### src/rtl/core/kms_pkg.sv
package kms_pkg;

    // Matrix geometry and special key positions
    localparam int unsigned NUM_ROWS_DEF   = 11;
    localparam int unsigned ROW_IDX_W      = 4;
    localparam int unsigned COL_W          = 3;
    localparam int unsigned COLS           = 8;
    localparam int unsigned KEYS_W         = 7;
    localparam int unsigned CNT_W          = 4;
    localparam logic [3:0]  MOD_ROW        = 4'd6;
    localparam logic [7:0]  MOD_MASK       = 8'h17;
    localparam logic [2:0]  CAPS_COLUMN    = 3'd3;

    // Configuration registers
    localparam int unsigned CFG_W          = 8;
    localparam logic [7:0]  FIRST_DELAY_RST     = 8'd30;
    localparam logic [7:0]  REPEAT_INTERVAL_RST = 8'd5;

    typedef enum logic [0:0] {
        CFG_FIRST_DELAY     = 1'b0,
        CFG_REPEAT_INTERVAL = 1'b1
    } cfg_index_t;

    // Result of comparing one row with the stored map
    typedef struct packed {
        logic             mod_change;
        logic             any_press;
        logic [COL_W-1:0] press_col;
        logic [CNT_W-1:0] presses;
        logic [CNT_W-1:0] releases;
    } row_eval_t;

endpackage

### src/rtl/core/kms_row_eval.sv
module kms_row_eval
    import kms_pkg::*;
(
    input  logic [7:0] now,
    input  logic [7:0] prev,
    input  logic       is_mod_row,
    output row_eval_t  eval
);

    logic [7:0] diff;
    logic [7:0] mods;
    logic [7:0] press;
    logic [7:0] rel;

    // Split the change into presses and releases of ordinary keys
    always_comb
    begin
        diff  = now ^ prev;
        mods  = is_mod_row ? MOD_MASK : 8'h00;
        press = diff & ~mods & ~prev;
        rel   = diff & ~mods & prev;
    end

    // Count changes and take the highest newly pressed column
    always_comb
    begin
        eval.mod_change = |(diff & mods);
        eval.any_press  = |press;
        eval.press_col  = '0;
        eval.presses    = '0;
        eval.releases   = '0;
        for (int n = 0; n < COLS; n++)
        begin
            if (press[n])
            begin
                eval.press_col = COL_W'(n);
            end
            eval.presses  = eval.presses + CNT_W'(press[n]);
            eval.releases = eval.releases + CNT_W'(rel[n]);
        end
    end

endmodule

### src/rtl/core/key_matrix_scanner_with_repeat.sv
// Key matrix scanner with typematic repeat.
// Input channel s_*: one matrix row per item (row index and raw active-low
// port byte). The last row (NUM_ROWS-1) closes a scan; rows at or beyond
// NUM_ROWS are dropped without effect.
// Output channel m_*: at most one key event per scan, produced when the
// closing row is processed: a new press, or expiry of the 8-bit repeat
// timer while a key stays held. The caps-lock key toggles the caps state
// and produces no event.
// Config port cfg_*: index 0 first_delay, index 1 repeat_interval; write
// only while no item is in flight.
// Path: an item is registered in the input register, evaluated from it
// combinationally, and its event is registered in the output register for m_*.
// Throughput: one item per cycle while the output register is empty or its
// event is being taken; the map, counter and timer update when an item is
// evaluated, so each item sees the state left by the one before it.
// Reset clears the key map, counters, timer, caps state and both channels;
// the registers return to 30 and 5. When the receiver stalls, one event
// waits in the output register, one item waits in the input register and
// s_tready drops until the event is taken.
module key_matrix_scanner_with_repeat
    import kms_pkg::*;
#(
    parameter int unsigned NUM_ROWS = NUM_ROWS_DEF
)
(
    input  logic        clk,
    input  logic        rst_n,
    input  logic        s_tvalid,
    output logic        s_tready,
    input  logic [15:0] s_tdata,   // [3:0] row_index, [11:4] row_port_bits, [15:12] zero
    output logic        m_tvalid,
    input  logic        m_tready,
    output logic [15:0] m_tdata,   // [3:0] key_row, [6:4] key_column, [7] shift_held,
                                   // [8] ctrl_held, [9] caps_lock_on, [10] is_repeat,
                                   // [15:11] zero
    input  logic        cfg_we,
    input  logic [0:0]  cfg_index,
    input  logic [7:0]  cfg_data
);

    localparam int unsigned ROW_W = (NUM_ROWS > 1) ? $clog2(NUM_ROWS) : 1;
    localparam logic [ROW_IDX_W-1:0] END_ROW = ROW_IDX_W'(NUM_ROWS - 1);
    localparam logic [ROW_IDX_W:0]   ROW_LIMIT = (ROW_IDX_W + 1)'(NUM_ROWS);

    // Configuration
    logic [CFG_W-1:0] first_delay_reg;
    logic [CFG_W-1:0] repeat_interval_reg;

    // Input register
    logic                 in_valid_reg;
    logic [ROW_IDX_W-1:0] in_row_reg;
    logic [7:0]           in_bits_reg;

    // Scanner state
    logic [7:0]           prior_map_reg [NUM_ROWS];
    logic [KEYS_W-1:0]    keys_down_reg;
    logic [7:0]           repeat_timer_reg;
    logic                 new_press_reg;
    logic [ROW_IDX_W-1:0] last_row_reg;
    logic [COL_W-1:0]     last_column_reg;
    logic                 caps_flag_reg;

    // Output register
    logic                 out_valid_reg;
    logic [15:0]          out_data_reg;

    // Next values
    logic [KEYS_W-1:0]    keys_down_next;
    logic [7:0]           repeat_timer_next;
    logic                 new_press_next;
    logic [ROW_IDX_W-1:0] last_row_next;
    logic [COL_W-1:0]     last_column_next;
    logic                 caps_flag_next;
    logic                 emit_next;
    logic [15:0]          out_data_next;

    logic                 advance;
    logic                 row_ok;
    logic [ROW_W-1:0]     row_idx;
    logic [7:0]           now_bits;
    logic [7:0]           prev_bits;
    logic [7:0]           mod_row_stored;
    logic [7:0]           mod_row_bits;
    logic                 is_mod_row;
    row_eval_t            eval;
    logic [7:0]           timer_a;
    logic [7:0]           timer_dec;
    logic                 press_a;

    // Handshake: the evaluation stage moves when it holds an item and the output slot is free or being taken
    assign advance  = in_valid_reg && (!out_valid_reg || m_tready);
    assign s_tready = !in_valid_reg || advance;
    assign m_tvalid = out_valid_reg;
    assign m_tdata  = out_data_reg;

    // Configuration writes
    always_ff @(posedge clk or negedge rst_n)
    begin
        if (!rst_n)
        begin
            first_delay_reg     <= FIRST_DELAY_RST;
            repeat_interval_reg <= REPEAT_INTERVAL_RST;
        end
        else if (cfg_we)
        begin
            case (cfg_index_t'(cfg_index))
                CFG_FIRST_DELAY:     first_delay_reg     <= cfg_data;
                CFG_REPEAT_INTERVAL: repeat_interval_reg <= cfg_data;
                default:             ;
            endcase
        end
    end

    // Capture input item
    always_ff @(posedge clk or negedge rst_n)
    begin
        if (!rst_n)
        begin
            in_valid_reg <= 1'b0;
        end
        else if (s_tready)
        begin
            in_valid_reg <= s_tvalid;
        end
    end

    always_ff @(posedge clk)
    begin
        if (s_tready && s_tvalid)
        begin
            in_row_reg  <= s_tdata[3:0];
            in_bits_reg <= s_tdata[11:4];
        end
    end

    // Look up the stored row and the modifier row
    assign row_ok     = {1'b0, in_row_reg} < ROW_LIMIT;
    assign row_idx    = in_row_reg[ROW_W-1:0];
    assign now_bits   = ~in_bits_reg;
    assign prev_bits  = prior_map_reg[row_idx];
    assign is_mod_row = (in_row_reg == MOD_ROW);

    generate
        if (NUM_ROWS > 6)
        begin : g_mod_row
            localparam logic [ROW_W-1:0] MOD_IDX = ROW_W'(MOD_ROW);
            assign mod_row_stored = prior_map_reg[MOD_IDX];
        end
        else
        begin : g_no_mod_row
            assign mod_row_stored = 8'h00;
        end
    endgenerate

    assign mod_row_bits = is_mod_row ? now_bits : mod_row_stored;

    kms_row_eval u_row_eval (
        .now        (now_bits),
        .prev       (prev_bits),
        .is_mod_row (is_mod_row),
        .eval       (eval)
    );

    // Update counters and decide on an event
    always_comb
    begin
        keys_down_next   = keys_down_reg + KEYS_W'(eval.presses) - KEYS_W'(eval.releases);
        timer_a          = eval.mod_change ? first_delay_reg : repeat_timer_reg;
        timer_dec        = timer_a - 8'd1;
        press_a          = new_press_reg || eval.any_press;
        last_row_next    = eval.any_press ? in_row_reg : last_row_reg;
        last_column_next = eval.any_press ? eval.press_col : last_column_reg;
        caps_flag_next   = caps_flag_reg;
        emit_next        = 1'b0;
        repeat_timer_next = timer_a;
        new_press_next   = press_a;
        out_data_next    = '0;

        if (in_row_reg == END_ROW)
        begin
            new_press_next = 1'b0;
            if (keys_down_next != '0)
            begin
                if (press_a)
                begin
                    emit_next         = 1'b1;
                    repeat_timer_next = first_delay_reg;
                end
                else
                begin
                    repeat_timer_next = timer_dec;
                    if (timer_dec == 8'd0)
                    begin
                        emit_next         = 1'b1;
                        repeat_timer_next = repeat_interval_reg;
                    end
                end
            end
        end

        // Caps lock toggles instead of producing an event
        if (emit_next && last_row_next == MOD_ROW && last_column_next == CAPS_COLUMN)
        begin
            emit_next      = 1'b0;
            caps_flag_next = !caps_flag_reg;
        end

        out_data_next[3:0]  = last_row_next;
        out_data_next[6:4]  = last_column_next;
        out_data_next[7]    = mod_row_bits[0];
        out_data_next[8]    = mod_row_bits[1];
        out_data_next[9]    = caps_flag_reg;
        out_data_next[10]   = !press_a;
    end

    // Commit scanner state
    always_ff @(posedge clk or negedge rst_n)
    begin
        if (!rst_n)
        begin
            for (int i = 0; i < NUM_ROWS; i++)
            begin
                prior_map_reg[i] <= 8'h00;
            end
            keys_down_reg    <= '0;
            repeat_timer_reg <= '0;
            new_press_reg    <= 1'b0;
            last_row_reg     <= '0;
            last_column_reg  <= '0;
            caps_flag_reg    <= 1'b0;
        end
        else if (advance && row_ok)
        begin
            prior_map_reg[row_idx] <= now_bits;
            keys_down_reg    <= keys_down_next;
            repeat_timer_reg <= repeat_timer_next;
            new_press_reg    <= new_press_next;
            last_row_reg     <= last_row_next;
            last_column_reg  <= last_column_next;
            caps_flag_reg    <= caps_flag_next;
        end
    end

    // Hold the event until the receiver takes it
    always_ff @(posedge clk or negedge rst_n)
    begin
        if (!rst_n)
        begin
            out_valid_reg <= 1'b0;
        end
        else if (advance)
        begin
            out_valid_reg <= row_ok && emit_next;
        end
        else if (m_tready)
        begin
            out_valid_reg <= 1'b0;
        end
    end

    always_ff @(posedge clk)
    begin
        if (advance && row_ok && emit_next)
        begin
            out_data_reg <= out_data_next;
        end
    end

endmodule
### config.mk
export PLATFORM = sky130hd
export DESIGN_NAME = key_matrix_scanner_with_repeat
export DESIGN_NICKNAME = d
export VERILOG_FILES = /design/src/rtl/core/kms_pkg.sv /design/src/rtl/core/kms_row_eval.sv /design/src/rtl/core/key_matrix_scanner_with_repeat.sv
export SDC_FILE = /design/constraint.sdc
export NUM_CORES = 1
export LEC_CHECK = 0
export BUFFER_PORTS_ARGS = -buffer_cell sky130_fd_sc_hd__buf_2
export CAP_MARGIN = 5
export CORE_UTILIZATION = 60
export DETAILED_ROUTE_END_ITERATION = 16
export PLACE_DENSITY_LB_ADDON = 0.2
export SLEW_MARGIN = 5
export SYNTH_ARGS = -nofsm -noshare
export SYNTH_HDL_FRONTEND = slang
export SYNTH_HIERARCHICAL = 1
export SYNTH_SLANG_ARGS = --single-unit
### constraint.sdc
create_clock -name clk -period 11.2 [get_ports clk]
set_clock_uncertainty 0.1 [all_clocks]
set_input_delay 2.24 -clock clk [delete_from_list [all_inputs] [get_ports clk]]
set_output_delay 2.24 -clock clk [all_outputs]
set_load 0.05 [all_outputs]
# After elaboration in Yosys (flattened, before gate mapping)
# Cells that the tools add are included.
# totals
word_cells	111
output_inout_bits	18
ff_bits	153
input_bits	30
# classes
bitwise	10
n_reduce_logical	23
addsub	17
order_cmp	3
n_mux	30
eq_ne	4
# op_table
operator	count
$bwmux 88	1
$mux 8	8
$add 4x1->4	12
$and 8x8->8	4
$bmux 8 s4	1
$demux 8 s4	1
$not 8->8	3
$reduce_or 8->1	2
$mux 3	5
$mux 1	9
$eq 4x3->1 const B	2
$logic_and 1x1->1	8
$logic_not 8->1	1
$sub 8x1->8 const B	1
$xor 8x8->8	1
$add 7x4->7	1
$reduce_bool 7->1	1
$sub 7x4->7	1
$mux 2	3
$reduce_and 2->1	3
$ge 5x5->1 const B	1
$lt 5x1->1 const B	1
$mux 5	1
$not 4->5	1
other kinds (9)	15

# Longest topological paths before layout
# depth
word_depth	24
ltp_mapped	29
ltp_nobuf	26

# Hierarchy
# Netlist, hierarchy kept.
# modules_own_cells
module	instances	seq_area_each_um2	cells_per_inst	area_each_um2
key_matrix_scanner_with_repeat	1	3951.3	694	7294.5
kms_row_eval	1	0.0	77	619.3

# Least setup slack after synthesis
# Ideal clock, no wire load.
# synth_timing
path_type	flip-flop to flip-flop
startpoint	register in_row_reg[0]
endpoint	register out_data_reg[0] (netlist: m_tdata[0]) (enable)
setup_time_ps	408
path_stages_with_launch	26
n_path_buf	3
synth_period_minus_slack_ps	8376
arrival_time_ps	7868
required_time_ps	10692
path_slack_ps	2824
path_cell_list	edfxtp_1 > buf_1 > buf_1 > mux4_2 > mux2i_1 > o22ai_1 > nor2b_1 > nand2b_1 > fa_1 > inv_1 > fa_1 > inv_1 > fa_1 > fa_1 > inv_1 > inv_1 > fa_1 > fa_1 > nand2b_1 > a21oi_1 > a21o_1 > a21oi_1 > xnor2_1 > a31o_2 > clkbuf_1 > nor4_1
# synth_lines
element	line_no	text
start, declared	key_matrix_scanner_with_repeat.sv:51	logic [ROW_IDX_W-1:0] in_row_reg;
start signal, assigned	key_matrix_scanner_with_repeat.sv:131	in_row_reg <= s_tdata[3:0];
end signal, assigned	key_matrix_scanner_with_repeat.sv:265	out_data_reg <= out_data_next;
end, declared	key_matrix_scanner_with_repeat.sv:65	logic [15:0] out_data_reg;

==> run_results.csv <==
group,metric,value,unit
worst_setup_path,rr_worst_depth,21,
timing,slew_headroom,23.7,%
logic_synthesis,syn_inst,771,
worst_setup_path,path_class,"reg2reg",
worst_hold_path,hold_depth,2,
pwr,leakagePower,0.00398,uW
place,gp_congestion,0.849,
logic_synthesis,async_flop_share,85.0,%
global_route,grt.total_usage,27.7,%
worst_setup_path,critPathMaxStageDelay,1000,ps
timing,finalHoldViolCount,0,
detailed_routing,drc_errors,0,
global_route,grt_pass1_vias,5605,
logic_synthesis,syn_area,0.00791,mm2
clock_tree,clk_pin_slew_worst_paths,60,ps
worst_setup_path,crit_arrival,8240,ps
worst_setup_path,crit_slowest_cell,"edfxtp_1",
finish,layout_common_cells,"137 x nand2_1, 124 x dfrtp_1, 105 x o21ai_0",
clock_tree,clock_latency,420,ps
logic_synthesis,synth.area.top_cells,"dfrtp_1 39%, edfxtp_1 8.7%, o21ai_0 6.6%",
floorplan,die_x,117,um
logic_synthesis,post-synth-top-area-fraction,39.2,%
worst_hold_path,hold_path_class,"reg2reg",
worst_setup_path,crit_chain,"nor2b_1, a21oi_1, o22ai_1, or3b_1, fa_1, inv_1, fa_1, inv_1, fa_1, fa_1, inv_1, fa_1, fa_1, nand2b_1, a21oi_1, a21o_1, a21oi_1, xnor2_1, a31o_2, nor4_2, buf_4",
place,dp_cells,942,
floorplan,ios,48,
detailed_routing,vias,5731,
clock_tree,cts_resized,0,
place,dpl_worst_slack,3040,ps
finish,finalInstanceArea,0.00877,mm2
logic_synthesis,syn_area_per_cell,10.3,um2
clock_tree,postCtsHoldBufs,0,
worst_setup_path,crit_fanout,15,
global_route,grt_remaining_overflow,0,
clock_tree,root_buffer,"clkbuf_16",
timing,tightest_slew,1140,ps
timing,finalSetupTns,0,ps
worst_setup_path,cpMostUsedCell,"fa_1",
clock_tree,cts_tree,"yes",
finish,stdcell_count,974,
job,drv_cap,0,
place,portBuffers,38,
worst_setup_path,start_kind,"flip-flop",
clock_tree,htree_num_levels,4,
timing,fin_crit_sh,73.4,%
floorplan,chipHeight,117,um
timing,rsz0062_at_grt,"no",
place,dpl.hpwl,11.3,mm
detailed_routing,drt_first_pass_iters,5,
logic_synthesis,ys_ff_latch,153,
worst_setup_path,cp.required,11230,ps
worst_setup_path,path_buf_inv,4,
logic_synthesis,yosys.area.top_type,"dfrtp_1",
finish,diodes,0,
logic_synthesis,yosys_warnings,6,
detailed_routing,drt_iter0_markers,518,
logic_synthesis,ys_seq_area_share,49.9,%
logic_synthesis,synth_flop_cell,"dfrtp_1",
worst_setup_path,worst-r2r-setup-slack,2980,ps
place,place_area,0.00816,mm2
finish,drive_gt1_share,16.0,%
global_route,grt_max_degree,73,
pwr,powerDensity,221,mW/mm2
timing,fin_ws,2980,ps
floorplan,dieArea,0.0137,mm2
floorplan,core.rowCount,41,
clock_tree,cts_buffer_depth,2,
timing,finalMaxSlewViolations,0,
clock_tree,postCtsSetupBuffers,0,
status,status,"finished, final reports clean",
floorplan,core,0.0127,mm2
detailed_routing,drt-total-wl,17.4,mm
finish,layout.nets,849,
timing,min_period,8220,ps
floorplan,initial_core_util,62.2,%
pwr,peakVddDrop,0.000168,V
detailed_routing,wl_per_cell,17.9,um
clock_tree,clock_sinks,153,
worst_setup_path,path_delay_family,"adder cells",
worst_setup_path,path_depth,21,
timing,max_freq,122,MHz
global_route,antenna_found_initial,0,
clock_tree,cts_buffers,17,
finish,final_common_cell,"nand2_1",
detailed_routing,drtAntennaViolNets,0,
finish,syn_to_final_growth,10.9,%
worst_setup_path,crit_path_end_kind,"flip-flop",
logic_synthesis,synth_cell_type_count,62,
logic_synthesis,synth-edff-count,23,
timing,setup_viol,0,
finish,largest_reg_flops,80,
global_route,grt_pass1_wl,27.9,mm
timing,finalHoldWorstSlack,378,ps
detailed_routing,viasPerCell,5.88,
synthesized netlist by cell type, drive strengths merged (2+ instances only):
cell type	count
mux2	20
a31oi	4
dfstp	6
nand2b	17
nand4	3
and2	3
buf	14
a22oi	3
or2	3
mux4	16
edfxtp	23
nor4	3
or3b	4
o21a	2
o21ai	107
a22o	3
o41ai	2
nor2	33
ha	18
a21oi	21
clkbuf	34
dfrtp	124
nand3b	4
xnor2	9
mux2i	29
xor2	10
nor3	8
fa	12
a21o	4
nor2b	8
nor3b	2
nand2	137
inv	51
a311o	2
o22ai	8
nand3	8
final timing paths:
path,start,endpoint
worst max-delay path,in_row_reg[0],m_tdata[9]
worst min-delay path,prior_map_reg[21],prior_map_reg[21]
worst max register to register,in_row_reg[0],m_tdata[9]
worst min register to register,prior_map_reg[21],prior_map_reg[21]
max in group asynchronous,rst_n,prior_map_reg[15]
min in group asynchronous,rst_n,keys_down_reg[4]
tightest hold or removal path, delay by kind of cell, from the launching register on:
| kind | cells | cell delay [ps] |
|---|---|---|
| DFF | 1 | 340 |
| AOI/OAI and AO/OA | 1 | 60 |
| and+or+nand+nor | 1 | 40 |
layout make-up:
type                    count  area, um2
fillers                   976       3950
multi-input cells         523       3570
clock inverters            12        164
inverters                  51        191
repair buffers             43        230
well taps                 172        215
flip-flops and latches    153       3950
clock buffers              20        447
logic make-up after synthesis:
logic type | count (synthesis) | synth area share (%)
DFF | 153 | 49.9
and+or+nand+nor | 239 | 14.1
xor gates and xnor gates | 19 | 2.10
other | 1 | 0.0474
muxes | 65 | 11.1
buffers and inverters | 99 | 5.17
AOI/OAI and AO/OA | 165 | 11.7
adders and majority gates | 30 | 5.88
metal layers:
layer  track usage, %  share of wire [%]
met5                0                  0
met4             12.7                2.6
met3             6.95                5.7
met2             46.1                 50
met1             34.4                 42
per-stage QoR:
| stage | total power (uW) | utilization (%) |
|---|---|---|
| after floorplan | 1210 | - |
| after global placement | 1310 | 64.2 |
| after detailed placement | 1340 | 64.2 |
| after CTS | 1940 | 69.0 |
| after global routing | 2060 | 69.0 |
| final | 1940 | 69.0 |
power by group:
group	total [uW]	internal, uW	switching [uW]	leakage, uW
Clock	590	360	229	0.000298
Sequential	756	679	76.1	0.00184
Combinational	591	255	336	0.00185
Total	1940	1300	641	0.00398
No activity file was read; power rests on OpenSTA's default activity.
